## src/dbtr_pkg.sv

```systemverilog
// Shared types and constants for the double-byte aware token replacer.
// Used by every module under src; no dependencies of its own.
`timescale 1ns / 1ps

package dbtr_pkg;

  // Configuration bus
  localparam int unsigned CFG_ADDR_W = 6;
  localparam int unsigned CFG_DATA_W = 64;

  // Register indexes (paddr[5:3])
  localparam logic [2:0] REG_TOKEN_BYTES = 3'd0;
  localparam logic [2:0] REG_TOKEN_LEN   = 3'd1;
  localparam logic [2:0] REG_REPL_BYTES  = 3'd2;
  localparam logic [2:0] REG_REPL_LEN    = 3'd3;
  localparam logic [2:0] REG_LEAD1_LO    = 3'd4;
  localparam logic [2:0] REG_LEAD1_HI    = 3'd5;
  localparam logic [2:0] REG_LEAD2_LO    = 3'd6;
  localparam logic [2:0] REG_LEAD2_HI    = 3'd7;

  // Register reset values
  localparam logic [7:0] LEAD1_LO_RST = 8'd129;
  localparam logic [7:0] LEAD1_HI_RST = 8'd159;
  localparam logic [7:0] LEAD2_LO_RST = 8'd224;
  localparam logic [7:0] LEAD2_HI_RST = 8'd252;

  // Longest replacement in bytes
  localparam logic [3:0] REPL_MAX = 4'd8;

  // Queue between front and back
  localparam int unsigned QUEUE_DEPTH = 4;
  localparam int unsigned QPTR_W      = $clog2(QUEUE_DEPTH);

  // One classified source byte
  typedef struct packed {
    logic [7:0] data;
    logic       last;
    logic       lead;
  } item_t;

  // Request from the scanner to the output stage
  typedef struct packed {
    logic       push;   // new output byte
    logic       flush;  // string end: release held byte marked last
    logic [7:0] data;
  } emit_req_t;

endpackage

```

## src/dbtr_front.sv

```systemverilog
// Input stage: registers the incoming byte and tags double-byte lead bytes.
// Depends on dbtr_pkg (item_t).
`timescale 1ns / 1ps

module dbtr_front (
  input  logic           clk_i,
  input  logic           rst_ni,
  input  logic           in_valid_i,
  output logic           in_stall_o,
  input  logic [7:0]     in_byte_i,
  input  logic           in_last_i,
  input  logic [7:0]     lead1_lo_i,
  input  logic [7:0]     lead1_hi_i,
  input  logic [7:0]     lead2_lo_i,
  input  logic [7:0]     lead2_hi_i,
  input  logic           fifo_full_i,
  output logic           push_o,
  output dbtr_pkg::item_t item_o
);

  logic            valid_q, valid_d;
  dbtr_pkg::item_t item_q;
  logic            accept;
  logic            is_lead;

  assign in_stall_o = valid_q && fifo_full_i;
  assign accept     = in_valid_i && !in_stall_o;
  assign push_o     = valid_q && !fifo_full_i;
  assign item_o     = item_q;

  // Either inclusive range marks a lead byte; an empty range matches nothing
  assign is_lead = ((in_byte_i >= lead1_lo_i) && (in_byte_i <= lead1_hi_i)) ||
                   ((in_byte_i >= lead2_lo_i) && (in_byte_i <= lead2_hi_i));

  always_comb begin
    valid_d = accept || (valid_q && fifo_full_i);
  end

  always_ff @(posedge clk_i or negedge rst_ni) begin
    if (!rst_ni) begin
      valid_q <= 1'b0;
    end else begin
      valid_q <= valid_d;
    end
  end

  always_ff @(posedge clk_i) begin
    if (accept) begin
      item_q.data <= in_byte_i;
      item_q.last <= in_last_i;
      item_q.lead <= is_lead;
    end
  end

endmodule

```

## src/dbtr_fifo.sv

```systemverilog
// Short queue of classified bytes between the input stage and the scanner.
// Depends on dbtr_pkg (item_t, QUEUE_DEPTH, QPTR_W).
`timescale 1ns / 1ps

module dbtr_fifo (
  input  logic            clk_i,
  input  logic            rst_ni,
  input  logic            push_i,
  input  dbtr_pkg::item_t push_item_i,
  output logic            full_o,
  output logic            valid_o,
  output dbtr_pkg::item_t head_o,
  input  logic            pop_i
);

  dbtr_pkg::item_t            mem_q [dbtr_pkg::QUEUE_DEPTH];
  logic [dbtr_pkg::QPTR_W-1:0] wptr_q, rptr_q;
  logic [dbtr_pkg::QPTR_W:0]   cnt_q, cnt_d;
  logic                        do_push, do_pop;

  assign full_o  = (cnt_q == (dbtr_pkg::QPTR_W+1)'(dbtr_pkg::QUEUE_DEPTH));
  assign valid_o = (cnt_q != '0);
  assign head_o  = mem_q[rptr_q];
  assign do_push = push_i && !full_o;
  assign do_pop  = pop_i && valid_o;

  always_comb begin
    cnt_d = cnt_q;
    if (do_push && !do_pop) begin
      cnt_d = cnt_q + 1'b1;
    end else if (do_pop && !do_push) begin
      cnt_d = cnt_q - 1'b1;
    end
  end

  always_ff @(posedge clk_i or negedge rst_ni) begin
    if (!rst_ni) begin
      wptr_q <= '0;
      rptr_q <= '0;
      cnt_q  <= '0;
    end else begin
      cnt_q <= cnt_d;
      if (do_push) begin
        wptr_q <= wptr_q + 1'b1;
      end
      if (do_pop) begin
        rptr_q <= rptr_q + 1'b1;
      end
    end
  end

  always_ff @(posedge clk_i) begin
    if (do_push) begin
      mem_q[wptr_q] <= push_item_i;
    end
  end

endmodule

```

## src/dbtr_back.sv

```systemverilog
// Scanner: holds the match window, compares it with the token and issues
// output bytes at most one per cycle, while the output stage is ready. Depends on dbtr_pkg (item_t, emit_req_t).
`timescale 1ns / 1ps

module dbtr_back #(
  parameter int unsigned TOKEN_MAX = 8
) (
  input  logic                clk_i,
  input  logic                rst_ni,
  input  logic                fifo_valid_i,
  input  dbtr_pkg::item_t     fifo_item_i,
  output logic                fifo_pop_o,
  input  logic [63:0]         token_bytes_i,
  input  logic [3:0]          token_length_i,
  input  logic [63:0]         repl_bytes_i,
  input  logic [3:0]          repl_length_i,
  input  logic                emit_ready_i,
  output dbtr_pkg::emit_req_t emit_req_o
);

  localparam int unsigned CW = $clog2(TOKEN_MAX + 1);
  localparam int unsigned IW = (TOKEN_MAX > 1) ? $clog2(TOKEN_MAX) : 1;

  logic [7:0]           win_q [TOKEN_MAX];
  logic [7:0]           win_d [TOKEN_MAX];
  logic [TOKEN_MAX-1:0] lead_q, lead_d;
  logic [CW-1:0]        count_q, count_d;
  logic [CW-1:0]        len_q, len_d;
  logic                 skip_q, skip_d;
  logic                 busy_q, busy_d;
  logic                 repl_q, repl_d;
  logic                 last_q, last_d;
  logic [2:0]           ridx_q, ridx_d;

  logic [CW-1:0] tok_len_sat;
  logic [3:0]    rlen;
  logic          done;
  logic          match;
  logic          take;
  logic          drop_en;
  logic [CW-1:0] drop_n;

  assign tok_len_sat = (token_length_i > 4'(TOKEN_MAX)) ? CW'(TOKEN_MAX)
                                                        : CW'(token_length_i);
  assign rlen = (repl_length_i > dbtr_pkg::REPL_MAX) ? dbtr_pkg::REPL_MAX
                                                     : repl_length_i;

  // Scan of the current byte is over: window empty, or too short to decide
  assign done = (count_q == '0) ||
                (!skip_q && (len_q != '0) && (count_q < len_q) && !last_q);

  always_comb begin
    match = (len_q != '0) && (count_q >= len_q);
    for (int i = 0; i < TOKEN_MAX; i++) begin
      if ((CW'(i) < len_q) && (win_q[i] != token_bytes_i[8*i +: 8])) begin
        match = 1'b0;
      end
    end
  end

  // Sequencer
  always_comb begin
    count_d    = count_q;
    len_d      = len_q;
    skip_d     = skip_q;
    busy_d     = busy_q;
    repl_d     = repl_q;
    last_d     = last_q;
    ridx_d     = ridx_q;
    take       = 1'b0;
    drop_en    = 1'b0;
    drop_n     = '0;
    emit_req_o = '0;

    if (!busy_q) begin
      take = fifo_valid_i;
    end else if (repl_q) begin
      if (emit_ready_i) begin
        emit_req_o.push = 1'b1;
        emit_req_o.data = repl_bytes_i[{ridx_q, 3'b000} +: 8];
        if ({1'b0, ridx_q} == rlen - 4'd1) begin
          repl_d  = 1'b0;
          drop_en = 1'b1;
          drop_n  = len_q;
        end else begin
          ridx_d = ridx_q + 3'd1;
        end
      end
    end else if (done) begin
      if (last_q) begin
        emit_req_o.flush = emit_ready_i;
      end
      if (!last_q || emit_ready_i) begin
        if (last_q) begin
          skip_d = 1'b0;
        end
        take   = fifo_valid_i;
        busy_d = fifo_valid_i;
      end
    end else if (skip_q) begin
      // trail byte of a double-byte pair never starts a match
      if (emit_ready_i) begin
        emit_req_o.push = 1'b1;
        emit_req_o.data = win_q[0];
        drop_en         = 1'b1;
        drop_n          = CW'(1);
        skip_d          = 1'b0;
      end
    end else if (match) begin
      if (rlen == '0) begin
        drop_en = 1'b1;
        drop_n  = len_q;
      end else begin
        repl_d = 1'b1;
        ridx_d = '0;
      end
    end else begin
      if (emit_ready_i) begin
        emit_req_o.push = 1'b1;
        emit_req_o.data = win_q[0];
        drop_en         = 1'b1;
        drop_n          = CW'(1);
        skip_d          = lead_q[0];
      end
    end

    if (drop_en) begin
      count_d = count_q - drop_n;
    end

    if (take) begin
      busy_d  = 1'b1;
      count_d = count_q + CW'(1);
      last_d  = fifo_item_i.last;
      if (count_q == '0) begin
        len_d = tok_len_sat;
      end
    end
  end

  assign fifo_pop_o = take;

  // Window shift and append
  always_comb begin
    logic [CW:0] src;
    src = '0;
    for (int i = 0; i < TOKEN_MAX; i++) begin
      win_d[i]  = win_q[i];
      lead_d[i] = lead_q[i];
      src = (CW+1)'(i) + {1'b0, drop_n};
      if (drop_en && (src < (CW+1)'(TOKEN_MAX))) begin
        win_d[i]  = win_q[src[IW-1:0]];
        lead_d[i] = lead_q[src[IW-1:0]];
      end
    end
    if (take) begin
      win_d[count_q[IW-1:0]]  = fifo_item_i.data;
      lead_d[count_q[IW-1:0]] = fifo_item_i.lead;
    end
  end

  always_ff @(posedge clk_i or negedge rst_ni) begin
    if (!rst_ni) begin
      count_q <= '0;
      len_q   <= '0;
      skip_q  <= 1'b0;
      busy_q  <= 1'b0;
      repl_q  <= 1'b0;
      last_q  <= 1'b0;
      ridx_q  <= '0;
    end else begin
      count_q <= count_d;
      len_q   <= len_d;
      skip_q  <= skip_d;
      busy_q  <= busy_d;
      repl_q  <= repl_d;
      last_q  <= last_d;
      ridx_q  <= ridx_d;
    end
  end

  always_ff @(posedge clk_i) begin
    win_q  <= win_d;
    lead_q <= lead_d;
  end

endmodule

```

## src/dbtr_emit.sv

```systemverilog
// Output stage: holds back the newest byte so the string end can be marked,
// then registers it toward the receiver. Depends on dbtr_pkg (emit_req_t).
`timescale 1ns / 1ps

module dbtr_emit (
  input  logic                clk_i,
  input  logic                rst_ni,
  input  dbtr_pkg::emit_req_t req_i,
  output logic                ready_o,
  output logic                out_valid_o,
  input  logic                out_stall_i,
  output logic [7:0]          out_byte_o,
  output logic                out_last_o
);

  logic       hold_valid_q, hold_valid_d;
  logic [7:0] hold_q;
  logic       out_valid_q, out_valid_d;
  logic [7:0] out_byte_q;
  logic       out_last_q;
  logic       out_free;
  logic       load;

  assign out_free = !out_valid_q || !out_stall_i;
  assign ready_o  = !hold_valid_q || out_free;
  assign load     = (req_i.push || req_i.flush) && hold_valid_q && out_free;

  always_comb begin
    hold_valid_d = hold_valid_q;
    if (req_i.push && ready_o) begin
      hold_valid_d = 1'b1;
    end else if (req_i.flush && ready_o) begin
      hold_valid_d = 1'b0;
    end
    out_valid_d = load || (out_valid_q && out_stall_i);
  end

  always_ff @(posedge clk_i or negedge rst_ni) begin
    if (!rst_ni) begin
      hold_valid_q <= 1'b0;
      out_valid_q  <= 1'b0;
    end else begin
      hold_valid_q <= hold_valid_d;
      out_valid_q  <= out_valid_d;
    end
  end

  always_ff @(posedge clk_i) begin
    if (req_i.push && ready_o) begin
      hold_q <= req_i.data;
    end
    if (load) begin
      out_byte_q <= hold_q;
      out_last_q <= req_i.flush;
    end
  end

  assign out_valid_o = out_valid_q;
  assign out_byte_o  = out_byte_q;
  assign out_last_o  = out_last_q;

endmodule

```

## src/dbcs_token_replace.sv

```systemverilog
// Top level of the double-byte aware token find-and-replace block.
// Depends on dbtr_pkg, dbtr_front, dbtr_fifo, dbtr_back and dbtr_emit.
`timescale 1ns / 1ps

// Usage
//   Input channel: in_valid_i / in_stall_o carry one source byte per request
//   with in_last_i set on the final byte of a string. Output channel:
//   out_valid_o / out_stall_i carry the rewritten bytes, out_last_o set on
//   the final byte of each rewritten string (an empty result shows nothing).
//   Registers are written over the APB port (8-byte stride); the user must
//   do so only while idle, as the block itself does not enforce it.
// Throughput
//   Pass-through bytes are loaded into the scanner's window, then emitted
//   from it. A token match emits its replacement at one byte per cycle
//   while the output stage is ready, or drops the token if the replacement
//   is empty. The scanner's single output port limits the rate, and a
//   4-entry queue lets input keep flowing while a replacement bursts out.
// Output hold-back
//   A byte reaches out_valid_o only once the next output byte is issued or
//   the string end is scanned.
// Reset and stall
//   Reset empties the queue, window and output stage and loads register
//   defaults. A stalled output holds its byte; the back-up then fills the
//   queue and raises in_stall_o.
module dbcs_token_replace #(
  parameter int unsigned TOKEN_MAX = 8
) (
  input  logic        clk_i,
  input  logic        rst_ni,
  // source stream
  input  logic        in_valid_i,
  output logic        in_stall_o,
  input  logic [7:0]  in_byte_i,
  input  logic        in_last_i,
  // rewritten stream
  output logic        out_valid_o,
  input  logic        out_stall_i,
  output logic [7:0]  out_byte_o,
  output logic        out_last_o,
  // configuration
  input  logic                            psel,
  input  logic                            penable,
  input  logic                            pwrite,
  input  logic [dbtr_pkg::CFG_ADDR_W-1:0] paddr,
  input  logic [dbtr_pkg::CFG_DATA_W-1:0] pwdata,
  output logic [dbtr_pkg::CFG_DATA_W-1:0] prdata,
  output logic                            pready
);

  // Configuration registers
  logic [63:0] token_bytes_q;
  logic [3:0]  token_len_q;
  logic [63:0] repl_bytes_q;
  logic [3:0]  repl_len_q;
  logic [7:0]  lead1_lo_q, lead1_hi_q, lead2_lo_q, lead2_hi_q;
  logic [2:0]  reg_idx;
  logic        cfg_wr;

  assign pready  = 1'b1;
  assign reg_idx = paddr[5:3];
  assign cfg_wr  = psel && penable && pwrite && pready;

  always_ff @(posedge clk_i or negedge rst_ni) begin
    if (!rst_ni) begin
      token_bytes_q <= '0;
      token_len_q   <= '0;
      repl_bytes_q  <= '0;
      repl_len_q    <= '0;
      lead1_lo_q    <= dbtr_pkg::LEAD1_LO_RST;
      lead1_hi_q    <= dbtr_pkg::LEAD1_HI_RST;
      lead2_lo_q    <= dbtr_pkg::LEAD2_LO_RST;
      lead2_hi_q    <= dbtr_pkg::LEAD2_HI_RST;
    end else if (cfg_wr) begin
      case (reg_idx)
        dbtr_pkg::REG_TOKEN_BYTES: token_bytes_q <= pwdata;
        dbtr_pkg::REG_TOKEN_LEN:   token_len_q   <= pwdata[3:0];
        dbtr_pkg::REG_REPL_BYTES:  repl_bytes_q  <= pwdata;
        dbtr_pkg::REG_REPL_LEN:    repl_len_q    <= pwdata[3:0];
        dbtr_pkg::REG_LEAD1_LO:    lead1_lo_q    <= pwdata[7:0];
        dbtr_pkg::REG_LEAD1_HI:    lead1_hi_q    <= pwdata[7:0];
        dbtr_pkg::REG_LEAD2_LO:    lead2_lo_q    <= pwdata[7:0];
        dbtr_pkg::REG_LEAD2_HI:    lead2_hi_q    <= pwdata[7:0];
        default: ;
      endcase
    end
  end

  // Read back, zero-extended
  always_comb begin
    case (reg_idx)
      dbtr_pkg::REG_TOKEN_BYTES: prdata = token_bytes_q;
      dbtr_pkg::REG_TOKEN_LEN:   prdata = 64'(token_len_q);
      dbtr_pkg::REG_REPL_BYTES:  prdata = repl_bytes_q;
      dbtr_pkg::REG_REPL_LEN:    prdata = 64'(repl_len_q);
      dbtr_pkg::REG_LEAD1_LO:    prdata = 64'(lead1_lo_q);
      dbtr_pkg::REG_LEAD1_HI:    prdata = 64'(lead1_hi_q);
      dbtr_pkg::REG_LEAD2_LO:    prdata = 64'(lead2_lo_q);
      dbtr_pkg::REG_LEAD2_HI:    prdata = 64'(lead2_hi_q);
      default:                   prdata = '0;
    endcase
  end

  // Front: register and classify each source byte
  logic                fifo_full;
  logic                fifo_push;
  dbtr_pkg::item_t     front_item;

  dbtr_front u_front (
    .clk_i       (clk_i),
    .rst_ni      (rst_ni),
    .in_valid_i  (in_valid_i),
    .in_stall_o  (in_stall_o),
    .in_byte_i   (in_byte_i),
    .in_last_i   (in_last_i),
    .lead1_lo_i  (lead1_lo_q),
    .lead1_hi_i  (lead1_hi_q),
    .lead2_lo_i  (lead2_lo_q),
    .lead2_hi_i  (lead2_hi_q),
    .fifo_full_i (fifo_full),
    .push_o      (fifo_push),
    .item_o      (front_item)
  );

  // Queue: decouple input acceptance from replacement bursts
  logic                fifo_valid;
  logic                fifo_pop;
  dbtr_pkg::item_t     fifo_head;

  dbtr_fifo u_fifo (
    .clk_i       (clk_i),
    .rst_ni      (rst_ni),
    .push_i      (fifo_push),
    .push_item_i (front_item),
    .full_o      (fifo_full),
    .valid_o     (fifo_valid),
    .head_o      (fifo_head),
    .pop_i       (fifo_pop)
  );

  // Back: window compare and emission sequencing
  logic                emit_ready;
  dbtr_pkg::emit_req_t emit_req;

  dbtr_back #(
    .TOKEN_MAX (TOKEN_MAX)
  ) u_back (
    .clk_i          (clk_i),
    .rst_ni         (rst_ni),
    .fifo_valid_i   (fifo_valid),
    .fifo_item_i    (fifo_head),
    .fifo_pop_o     (fifo_pop),
    .token_bytes_i  (token_bytes_q),
    .token_length_i (token_len_q),
    .repl_bytes_i   (repl_bytes_q),
    .repl_length_i  (repl_len_q),
    .emit_ready_i   (emit_ready),
    .emit_req_o     (emit_req)
  );

  // Output: hold one byte back, mark string end, drive the receiver
  dbtr_emit u_emit (
    .clk_i       (clk_i),
    .rst_ni      (rst_ni),
    .req_i       (emit_req),
    .ready_o     (emit_ready),
    .out_valid_o (out_valid_o),
    .out_stall_i (out_stall_i),
    .out_byte_o  (out_byte_o),
    .out_last_o  (out_last_o)
  );

endmodule

```

## config.mk

```make
export PLATFORM = sky130hd
export DESIGN_NAME = dbcs_token_replace
export DESIGN_NICKNAME = d
export VERILOG_FILES = /design/src/dbtr_pkg.sv /design/src/dbtr_front.sv /design/src/dbtr_fifo.sv /design/src/dbtr_back.sv /design/src/dbtr_emit.sv /design/src/dbcs_token_replace.sv
export SDC_FILE = /design/constraint.sdc
export NUM_CORES = 1
export LEC_CHECK = 0
export BUFFER_PORTS_ARGS = -buffer_cell sky130_fd_sc_hd__buf_2
export CORE_ASPECT_RATIO = 0.8
export CORE_UTILIZATION = 40
export CTS_CLUSTER_SIZE = 30
export DETAILED_ROUTE_END_ITERATION = 16
export HOLD_SLACK_MARGIN = 0.15
export PLACE_DENSITY = 0.64
export SETUP_SLACK_MARGIN = 0.15
export SLEW_MARGIN = 10
export SYNTH_ARGS = -nofsm -noshare
export SYNTH_HDL_FRONTEND = slang
export SYNTH_HIERARCHICAL = 1
export SYNTH_SLANG_ARGS = --single-unit
```

## constraint.sdc

```tcl
create_clock -name clk_i -period 6.2 [get_ports clk_i]
set_clock_uncertainty 0.05 [all_clocks]
set_input_delay 1.86 -clock clk_i [delete_from_list [all_inputs] [get_ports clk_i]]
set_output_delay 1.86 -clock clk_i [all_outputs]
set_load 0.01 [all_outputs]
```

After elaboration in Yosys (flattened, before gate mapping):

Memory sizes are Yosys's and may differ from the RTL's.
Index checks and enable logic that the tools add are counted.

* register bits: 292
* bits in writable memories: 40
* bits of input ports: 86
* output and inout bits: 76
* word-level logic and storage cells: 351
* memories kept: 1

Memory list
* u_fifo.mem_q: depth 4, width 10, read ports 1, clocked after Yosys merged registers in 0, write ports 1, RTL line dbtr_fifo.sv:16 `dbtr_pkg::item_t mem_q [dbtr_pkg::QUEUE_DEPTH];`

* add/sub/neg operators: 15
* magnitude comparators: 44
* eq/ne operators: 24
* shift-type cells: 1
* mux-type cells: 145
* bitwise operators: 10
* reduce and logical (&&, ||, !) cells: 75

Operators by type and width (number)
* case mux 64 bit (8 select lines): 1
* two-way mux 8 bit: 32
* binary-select mux 8 bit (select 3 bit): 8
* two-way mux 1 bit: 69
* bitwise mux 64 bit: 1
* two-way mux 64 bit: 1
* != test 8 bit: 8
* indexed part select 64 x 7 -> 8 bit: 1
* two-way mux 4 bit: 12
* logical AND 1 bit: 38
* greater-or-equal comparator 4 bit (second input constant): 9
* less-than comparator 3 x 4 -> 1 bit (second input constant): 9
* NOT 3 -> 4 bit: 9
* less-than comparator 5 x 4 -> 1 bit (second input constant): 7
* two-way mux 3 bit: 9
* binary-select mux 1 bit (select 3 bit): 8
* demux 8 bit (select 3 bit): 1
* adder 3 x 4 -> 5 bit (first input constant): 4
* AND reduction 2 bit: 9
* greater-or-equal comparator 8 bit: 2
* less-or-equal comparator 8 bit: 2
* less-than comparator 3 x 4 -> 1 bit (first input constant): 4
* == test 3 bit (second input constant): 5
* adder 2 x 4 -> 5 bit (first input constant): 2
* other kinds (33): 63

Depth between registers and ports, before layout:

Gate-level depths: netlist of the first run.

* word-level depth: 23
* depth in mapped cells: 21
* mapped depth without buffers: 17

By module:

Netlist of the first run, hierarchy kept.

By module, submodules not included
* dbtr_back: instances 1, cells each 853, area an instance 7997.7 µm², sequential area each 1816.7 µm²
* dbcs_token_replace: instances 1, cells each 512, area an instance 7598.5 µm², sequential area each 4225.3 µm²
* dbtr_fifo: instances 1, cells each 87, area an instance 1860.5 µm², sequential area each 1376.3 µm²
* dbtr_front: instances 1, cells each 120, area an instance 1128.6 µm², sequential area each 325.3 µm²
* dbtr_emit: instances 1, cells each 28, area an instance 603.1 µm², sequential area each 560.5 µm²

Worst setup path before layout of the first run:

No wires, ideal clock.

* kind: input -> register
* start: in out_stall_i
* end: reg u_back.count_q[3]
* setup time: 0.079 ns
* data arrival time: 5.833 ns
* required time: 6.071 ns
* setup slack: 0.237 ns
* stages: 17
* buffers on the path: 4
* cells stage by stage: nand3_1 -> nand2_1 -> a21bo_2 -> o41ai_4 -> nand2_1 -> buf_2 -> clkbuf_1 -> ha_1 -> buf_1 -> clkbuf_1 -> and2_1 -> ha_1 -> a21o_1 -> a21oi_1 -> nand3_1 -> o22ai_1 -> xor2_1

* cells in the longest elaborated chain, start to end: 12
* elaborated cells on any way between the ends: 26
* classes of those cells: 1 x add/sub; 20 x mux; 5 x reduce/logical

RTL lines
* start: declaration: RTL line dbcs_token_replace.sv:37 `input logic out_stall_i,`
* zero test 1 bit (*): RTL line dbtr_emit.sv:24 `assign out_free = !out_valid_q || !out_stall_i;`
* logical OR 1 bit (*): RTL line dbtr_emit.sv:24
* logical OR 1 bit (*): RTL line dbtr_emit.sv:25 `assign ready_o = !hold_valid_q || out_free;`
* two-way mux 1 bit: RTL line dbtr_back.sv:102, dbtr_back.sv:118
* two-way mux 4 bit: RTL line dbtr_back.sv:109 `end else if (match) begin`
* two-way mux 4 bit: RTL line dbtr_back.sv:100 `end else if (skip_q) begin`
* two-way mux 4 bit: RTL line dbtr_back.sv:89 `end else if (done) begin`
* two-way mux 4 bit: RTL line dbtr_back.sv:77 `end else if (repl_q) begin`
* two-way mux 4 bit: RTL line dbtr_back.sv:75 `if (!busy_q) begin`
* subtractor 4 bit: RTL line dbtr_back.sv:128 `count_d = count_q - drop_n;`
* two-way mux 4 bit: RTL line dbtr_back.sv:127 `if (drop_en) begin`
* two-way mux 4 bit: RTL line dbtr_back.sv:131 `if (take) begin`
* end signal: assignment: RTL line dbtr_back.sv:172 `count_q <= count_d;`
* end: declaration: RTL line dbtr_back.sv:27 `logic [CW-1:0] count_q, count_d;`

Every way passes the cells marked *; elsewhere a longest branch is shown, timed or not. The select of a mux whose other input is x is not followed.
A chain may end at the register's enable or synchronous reset.

==> run metrics, run 1 <==
combinational share of power between 40% and 50%; worst slew margin relative to its limit about a third; distinct cell type count of the synthesized netlist between 80 and 90; final global-route overflow total 0; area growth from synthesis to layout 14.1%; Yosys warnings 6; most common library cell in the layout ignoring fill and taps sky130_fd_sc_hd__dfrtp_1; total vias in the final route about 14000; number of buffers added to fix hold violations after cts 0; fraction of layout instances using a drive strength above 1 between 30% and 40%; Clock Sink Count about 330; core box area around 47000 sq um; part of the power in the clock network a little over a fifth; sw power approximately 4.5 mW; Synth Register Bits about 330; number of synthesized flops with an enable pin 67; CTS HTree Levels 2; global-route usage over all layers 24.5%; largest driver fanout on the critical path 18; data arrival time of the critical path 5910 ps; count of routing violations after the opening detailed-route iteration 1515; die outline area 48900 sq um; maximum number of pins on one net before global-route repair roughly 100; count of unresolved DRC violations after routing 0; placed inst area around 21000 sq um; number of buffers created by CTS 38; Maximum Capacitance Violations 0; Avg WL per Cell ~25 microns; buffer type at the clock tree root sky130_fd_sc_hd__clkbuf_16; average size of a mapped cell around 12 sq um; RSZ-0062 raised after global routing false; placer's final routability congestion estimate between 0.9 and 1; Worst IR Drop VDD between 0.0002 and 0.0003 V; post-cts repair resize count 0; Critical Path End Type register; Skew-Pair Late Insertion Delay roughly 570 ps; final HPWL from detailed placement ~43 mm; via count of the first global-routing pass roughly 14000; remaining antenna violation count after routing 0; Nets 1879; Pint about 6.7 mW; area of all placed cells without fillers approximately 22000 sq um; number of max-slew violations in the final report 0; Max clock buf depth 3; slew at the pin closest to its max-slew limit approximately 1000 ps; final setup violation count 0; fillcell total about 4300; initial antenna violation count 2; Cell Pwr Density approximately 500 nW/um^2; count of buffers added by post-CTS timing repair for setup 0; fraction of synthesis flops using an asynchronous set or reset pin 58.1%; die width ~250 microns; final count of hold timing violations 0; Starting Density between 40% and 50%; drt total wl around 60 mm; Clock Pin Slew Worst Setup and Hold Paths ~60 ps; most frequent cells in the layout 176 x sky130_fd_sc_hd__dfrtp_1, 156 x sky130_fd_sc_hd__buf_2, 119 x sky130_fd_sc_hd__mux2_2; total of buffers placed on input and output ports 157; crit share post-route about 88%; maximum frequency from static timing analysis 183 MHz; min-delay worst type register to register; Setup Total Neg Slack 0 ps; outcome complete, no violations; sequential cell fraction of total power a little over a third; switching portion of total power approximately two fifths; clock tree from TritonCTS built; proportion of synthesized chip area in sequential cells between 40% and 50%; global-route wire length before repair ~90 mm; Leak roughly 10 nW; standard-cell rows slightly above 70; Top Ports approximately 160; most instantiated flip-flop cell in the synthesis netlist sky130_fd_sc_hd__dfrtp_1; die height a little under 200 microns; number of vias per cell 6.01; summed instance area of the synthesized netlist 19200 sq um; critical path class register to register; synthesized net count between 1500 and 2000; Worst setup SP type register; Worst Path Required about 6600 ps; gate count after technology mapping 1600; drt first pass iters 5; minimum clock period after layout between 5000 and 6000 ps
-- path summary, 6_finish.rpt --
path,startpoint,end,slack (ps),depth (start not counted)
max,u_back/len_q[3]$_DFFE_PN0P_,u_back/win_q[18]$_DFF_P_,730,14
min,u_emit/hold_q[0]$_DFFE_PP_,u_emit/out_byte_o[0]$_DFFE_PP_,380,0
max reg2reg,u_back/len_q[3]$_DFFE_PN0P_,u_back/win_q[18]$_DFF_P_,730,14
min reg2reg,u_emit/hold_q[0]$_DFFE_PP_,u_emit/out_byte_o[0]$_DFFE_PP_,380,0
max in group asynchronous,rst_ni,u_fifo/wptr_q[1]$_DFFE_PN0P_,3720,2
min in group asynchronous,rst_ni,token_bytes_q[56]$_DFFE_PN0P_,1310,1
-- power groups by stage --
stage               combinational (mW)  sequential (mW)  clock, mW
finish                            4.95             3.92       2.38
global placement                  4.75             3.89          0
CTS                               4.89             3.88       2.41
detailed placement                4.87             3.91          0
floorplan                         3.72             3.43          0
global route                      5.33             3.97       2.50
-- cell type report --
| type | instances | area [sq um] | area share (%) |
|---|---|---|---|
| tap | 620 | 776 | 3.54 |
| antenna | 1 | 2.50 | 0.0114 |
| clock inverter | 17 | 234 | 1.07 |
| clock buffer | 48 | 1070 | 4.89 |
| timing repair buffer | 192 | 1090 | 5.00 |
| sequential | 332 | 8300 | 37.9 |
| inverter | 54 | 215 | 0.983 |
| multi-input combinational | 1119 | 10200 | 46.6 |
-- state kept, by name, indices dropped and copies added, names as in the netlist, 10 cells and up --
name,cells
repl_bytes_q,64
token_bytes_q,64
u_back/win_q,64
u_fifo/mem_q,40
u_front/item_o,10
-- worst max-delay path, cell delays in order, from the launching register on --
cell	delay, ps
sky130_fd_sc_hd__dfrtp_1	750
sky130_fd_sc_hd__inv_1	290
sky130_fd_sc_hd__ha_1	350
sky130_fd_sc_hd__o21a_1	140
sky130_fd_sc_hd__o211ai_1	120
sky130_fd_sc_hd__nor4_1	350
sky130_fd_sc_hd__nand3_1	470
sky130_fd_sc_hd__o21a_1	390
sky130_fd_sc_hd__a211oi_4	330
sky130_fd_sc_hd__inv_2	70
sky130_fd_sc_hd__ha_1	280
sky130_fd_sc_hd__xnor2_4	800
sky130_fd_sc_hd__mux4_1	660
sky130_fd_sc_hd__and2_1	170
sky130_fd_sc_hd__o21ai_1	120
-- Yosys cell counts (9+ instances only) --
cell                         n  share of area (%)
sky130_fd_sc_hd__dfrtp_1   176                 23
sky130_fd_sc_hd__nand3_1    10               0.26
sky130_fd_sc_hd__a22oi_1    18               0.70
sky130_fd_sc_hd__nor2b_1    11               0.36
sky130_fd_sc_hd__o21ai_0    45                1.2
sky130_fd_sc_hd__nand2b_1   16               0.52
sky130_fd_sc_hd__mux4_2     58                6.8
sky130_fd_sc_hd__mux2_2    119                7.0
sky130_fd_sc_hd__nor3_1     20               0.52
sky130_fd_sc_hd__nand2_1   112                2.2
sky130_fd_sc_hd__mux2_4     61                4.8
sky130_fd_sc_hd__a21oi_1    41                1.1
sky130_fd_sc_hd__edfxtp_1   67                 10
sky130_fd_sc_hd__and2_1     20               0.65
sky130_fd_sc_hd__buf_2      29               0.76
sky130_fd_sc_hd__dfxtp_1    72                7.5
sky130_fd_sc_hd__nor4_1     20               0.65
sky130_fd_sc_hd__a32oi_1    18               0.82
sky130_fd_sc_hd__ha_1       54                3.5
sky130_fd_sc_hd__inv_1      51                1.0
sky130_fd_sc_hd__xnor2_1    11               0.50
sky130_fd_sc_hd__o21ai_1    13               0.34
sky130_fd_sc_hd__a22o_1     74                3.4
sky130_fd_sc_hd__a221o_1    28                1.5
sky130_fd_sc_hd__buf_1      13               0.25
sky130_fd_sc_hd__o221ai_1    9               0.41
sky130_fd_sc_hd__mux2i_1   106                5.5
sky130_fd_sc_hd__nor2_1     71                1.4
sky130_fd_sc_hd__clkbuf_1   35               0.68
sky130_fd_sc_hd__dfstp_2    17                2.3
sky130_fd_sc_hd__buf_6      10               0.59
sky130_fd_sc_hd__xor2_1     64                2.9
-- routing by layer --
| metal | part of all wire [%] | global-route usage (%) |
|---|---|---|
| met1 | 45 | 35.6 |
| met4 | 2.8 | 7.82 |
| met3 | 8.7 | 4.97 |
| met2 | 44 | 36.4 |
| met5 | 0.022 | 0 |
-- cells by family after synthesis --
logic type / Yosys count / share of synthesized area [%]
xor+xnor: 78 / 3.80
fa+ha+maj: 56 / 3.73
mux: 348 / 24.6
other cells: 1 / 0.0195
compound gates: 321 / 12.8
buf+inv: 149 / 3.72
flops: 332 / 43.3
simple gates: 315 / 7.97
-- metrics by stage --
step	hold slack [ps]	utilization [%]	power, mW	setup WS (ps)	cells
after global placement	357	43.6	8.64	661	2317
after detailed placement	364	43.6	8.78	600	2317
after global routing	383	46.4	11.8	392	2382
after CTS	379	46.4	11.2	849	2382
final	376	46.4	11.3	727	2383
after floorplan	350	-	7.15	237	1600
Power figures use the tool's default switching activity.
==> inputs of run 2 (changes only) <==
--- a/config.mk
+++ b/config.mk
@@ -9,3 +9,3 @@
 export CORE_ASPECT_RATIO = 0.8
-export CORE_UTILIZATION = 40
+export CORE_UTILIZATION = 45
 export CTS_CLUSTER_SIZE = 30
@@ -13,3 +13,3 @@
 export HOLD_SLACK_MARGIN = 0.15
-export PLACE_DENSITY = 0.64
+export PLACE_DENSITY = 0.7
 export SETUP_SLACK_MARGIN = 0.15
--- a/constraint.sdc
+++ b/constraint.sdc
@@ -4,2 +4,2 @@
 set_output_delay 1.86 -clock clk_i [all_outputs]
-set_load 0.01 [all_outputs]
+set_load 0.1 [all_outputs]
==> run 2 against run 1 <==
Effect of this change:
- clock-buffer cell count increased by 6
- largest power group unchanged
- global-route usage increased by 3.1 points
- worst hold slack got worse by 7.7 ps
- wire length increased by 0.41%
- highest routed layer unchanged
- cell count decreased by 2.6%
- non-clock buffer count increased by 3
- critical path depth increased by 1
==> run metrics, run 2 (synthesized netlist as in run 1, its figures left out) <==
CTS HTree Levels 2 (unchanged); post-placement setup slack 262 ps (-337 ps); Pint 6.62 mW (-1.5%); number of buffers added to fix hold violations after cts 0 (unchanged); standard-cell rows 67 (-5.6%); total of buffers placed on input and output ports 157 (unchanged); die outline area 43500 sq um (-11%); combinational share of power 47.1% (+3.1 points); Leak 9.81 nW (+0.33%); final global-route overflow total 0 (unchanged); final count of hold timing violations 0 (unchanged); Worst setup SP type register; Worst IR Drop VDD 0.000268 V (-0.98%); worst slew margin relative to its limit 20.9% (-12 points); final HPWL from detailed placement 42.8 mm (+0.24%); cell family with the largest share of critical-path delay compound AO/OA/AOI/OAI gates; RSZ-0062 raised after global routing false; core box area 42000 sq um (-11%); Avg WL per Cell 25.7 microns (+3.1%); post-cts repair resize count 0 (unchanged); worst stage delay on the critical path 840 ps (+40 ps); final setup violation count 0 (unchanged); Clock Pin Slew Worst Setup and Hold Paths 60 ps (about the same); maximum number of pins on one net before global-route repair 120 (+19%); Cell Pwr Density 526 nW/um^2 (+2.4%); count of routing violations after the opening detailed-route iteration 1467 (-3.2%); via count of the first global-routing pass 14600 (+2.3%); placer's final routability congestion estimate 0.984 (+7.1%); count of buffers added by post-CTS timing repair for setup 0 (unchanged); Clock Sink Count 332 (unchanged); Crit path buffers/inverters 3 (+1); drt total wl 59.8 mm (+0.41%); Starting Density 45.7% (+5.0 points); global-route usage over all layers 27.6% (+3.1 points); cell repeated most along the worst path sky130_fd_sc_hd__ha_1; Worst Path Required 6630 ps (about the same); part of the power in the clock network 19.1% (-2.1 points); initial antenna violation count 4 (+2); die width 233 microns (-5.7%); number of max-slew violations in the final report 0 (unchanged); Max clock buf depth 3 (unchanged); Setup Total Neg Slack 0 ps (unchanged); Maximum Capacitance Violations 0 (unchanged); most common library cell in the layout ignoring fill and taps sky130_fd_sc_hd__dfrtp_1; Critical Path End Type register; min-delay worst type register to register; outcome complete, no violations; remaining antenna violation count after routing 0 (unchanged); fillcell total 3575 (-16%); number of buffers created by CTS 38 (unchanged); minimum clock period after layout 5590 ps (+121 ps); biggest regs repl_bytes_q: 64 flops, token_bytes_q: 64 flops, u_back/win_q: 64 flops; fraction of layout instances using a drive strength above 1 30.8% (+0.12 points); switching portion of total power 42.9% (+2.6 points); critical path class register to register; sequential cell fraction of total power 33.9% (-0.9 points); Skew-Pair Late Insertion Delay 540 ps (-30 ps); sw power 4.98 mW (+9.8%); buffer type at the clock tree root sky130_fd_sc_hd__clkbuf_16; slowest stage cell, crit path sky130_fd_sc_hd__o21ai_1; global-route wire length before repair 90.3 mm (+0.35%); critical path, cell by cell inv_1 > ha_1 > o21a_1 > o211ai_1 > nor4_1 > nand3_1 > o41ai_4 > buf_4 > nand2_1 > clkinv_1 > ha_1 > a21oi_1 > o21ai_1 > o31a_1 > a221o_1; die height 187 microns (-5.7%); most frequent cells in the layout 176 x sky130_fd_sc_hd__dfrtp_1, 137 x sky130_fd_sc_hd__buf_2, 119 x sky130_fd_sc_hd__mux2_2; non-filler cells in the finished layout 2321 (-2.6%); drt first pass iters 5 (unchanged); clock tree from TritonCTS built; setup slack of the critical path after layout 607 ps (-121 ps); Placed Instances 2252 (-2.8%); maximum frequency from static timing analysis 179 MHz (-2.2%); total vias in the final route 14600 (+2.0%); Top Ports 162 (unchanged); Nets 1882 (+0.16%); crit share post-route 90.2% (+1.9 points); count of unresolved DRC violations after routing 0 (unchanged); largest driver fanout on the critical path 14 (-4); number of vias per cell 6.30 (+4.8%); area growth from synthesis to layout 14.8%; data arrival time of the critical path 6020 ps (+110 ps); slew at the pin closest to its max-slew limit 1180 ps (+184 ps)
==> run 2: changes by cell type in the layout (fill, tap and decap cells not counted), sizes merged <==
cell | previous run | this run
buf | 191 | 194
bufinv | 5 | 1
clkbuf | 49 | 55
clkinv | 14 | 13
clkinvlp | 1 | 0
inv | 51 | 54
==> run 2: routing by layer <==
metal  share of wire [%]  vias to the layer above  track usage, %
met5               0.045                        -               0
met4                 2.6                        4            7.37
met3                  10                      121            7.47
met2                  43                      718            40.5
met1                  44                     7447            40.0
li1                    -                     6332               -
==> run 2: final cells by class <==
class | instances | area (sq um) | area share (%)
clock buffers | 54 | 1110 | 5.05
repair buffers | 195 | 1390 | 6.31
clock inverters | 14 | 109 | 0.494
flip-flops and latches | 332 | 8300 | 37.7
multi-input cells | 1119 | 10200 | 46.3
inverters | 54 | 215 | 0.977
diodes | 1 | 2.50 | 0.0114
well taps | 552 | 691 | 3.13
==> run 2: worst paths after layout <==
path | from | to | slack [ps] | depth (start not counted)
hold / removal | u_emit/hold_q[6]$_DFFE_PP_ | u_emit/out_byte_o[6]$_DFFE_PP_ | 370 | 0
setup reg to reg | u_back/len_q[3]$_DFFE_PN0P_ | u_back/win_q[45]$_DFF_P_ | 610 | 15
setup / recovery | u_back/len_q[3]$_DFFE_PN0P_ | u_back/win_q[45]$_DFF_P_ | 610 | 15
min in group asynchronous | rst_ni | repl_bytes_q[60]$_DFFE_PN0P_ | 1350 | 1
hold reg to reg | u_emit/hold_q[6]$_DFFE_PP_ | u_emit/out_byte_o[6]$_DFFE_PP_ | 370 | 0
max in group asynchronous | rst_ni | lead2_lo_q[5]$_DFFE_PN1P_ | 3560 | 2
==> run 2: metrics by stage <==
step	hold slack [ps]	area [sq um]	total power, mW	util (%)
global route	383	22000	12.1	52.5
global placement	354	20800	9.12	49.5
finish	368	22000	11.6	52.5
detailed placement	355	20800	9.26	49.5
CTS	368	22000	11.5	52.5
floorplan	350	19200	7.61	-
==> run 2: power groups by stage <==
stage | sequential, mW | clock (mW) | combinational (mW)
floorplan | 3.65 | 0 | 3.97
global placement | 3.88 | 0 | 5.24
detailed placement | 3.91 | 0 | 5.35
CTS | 3.88 | 2.24 | 5.37
global route | 3.98 | 2.34 | 5.82
finish | 3.93 | 2.21 | 5.46
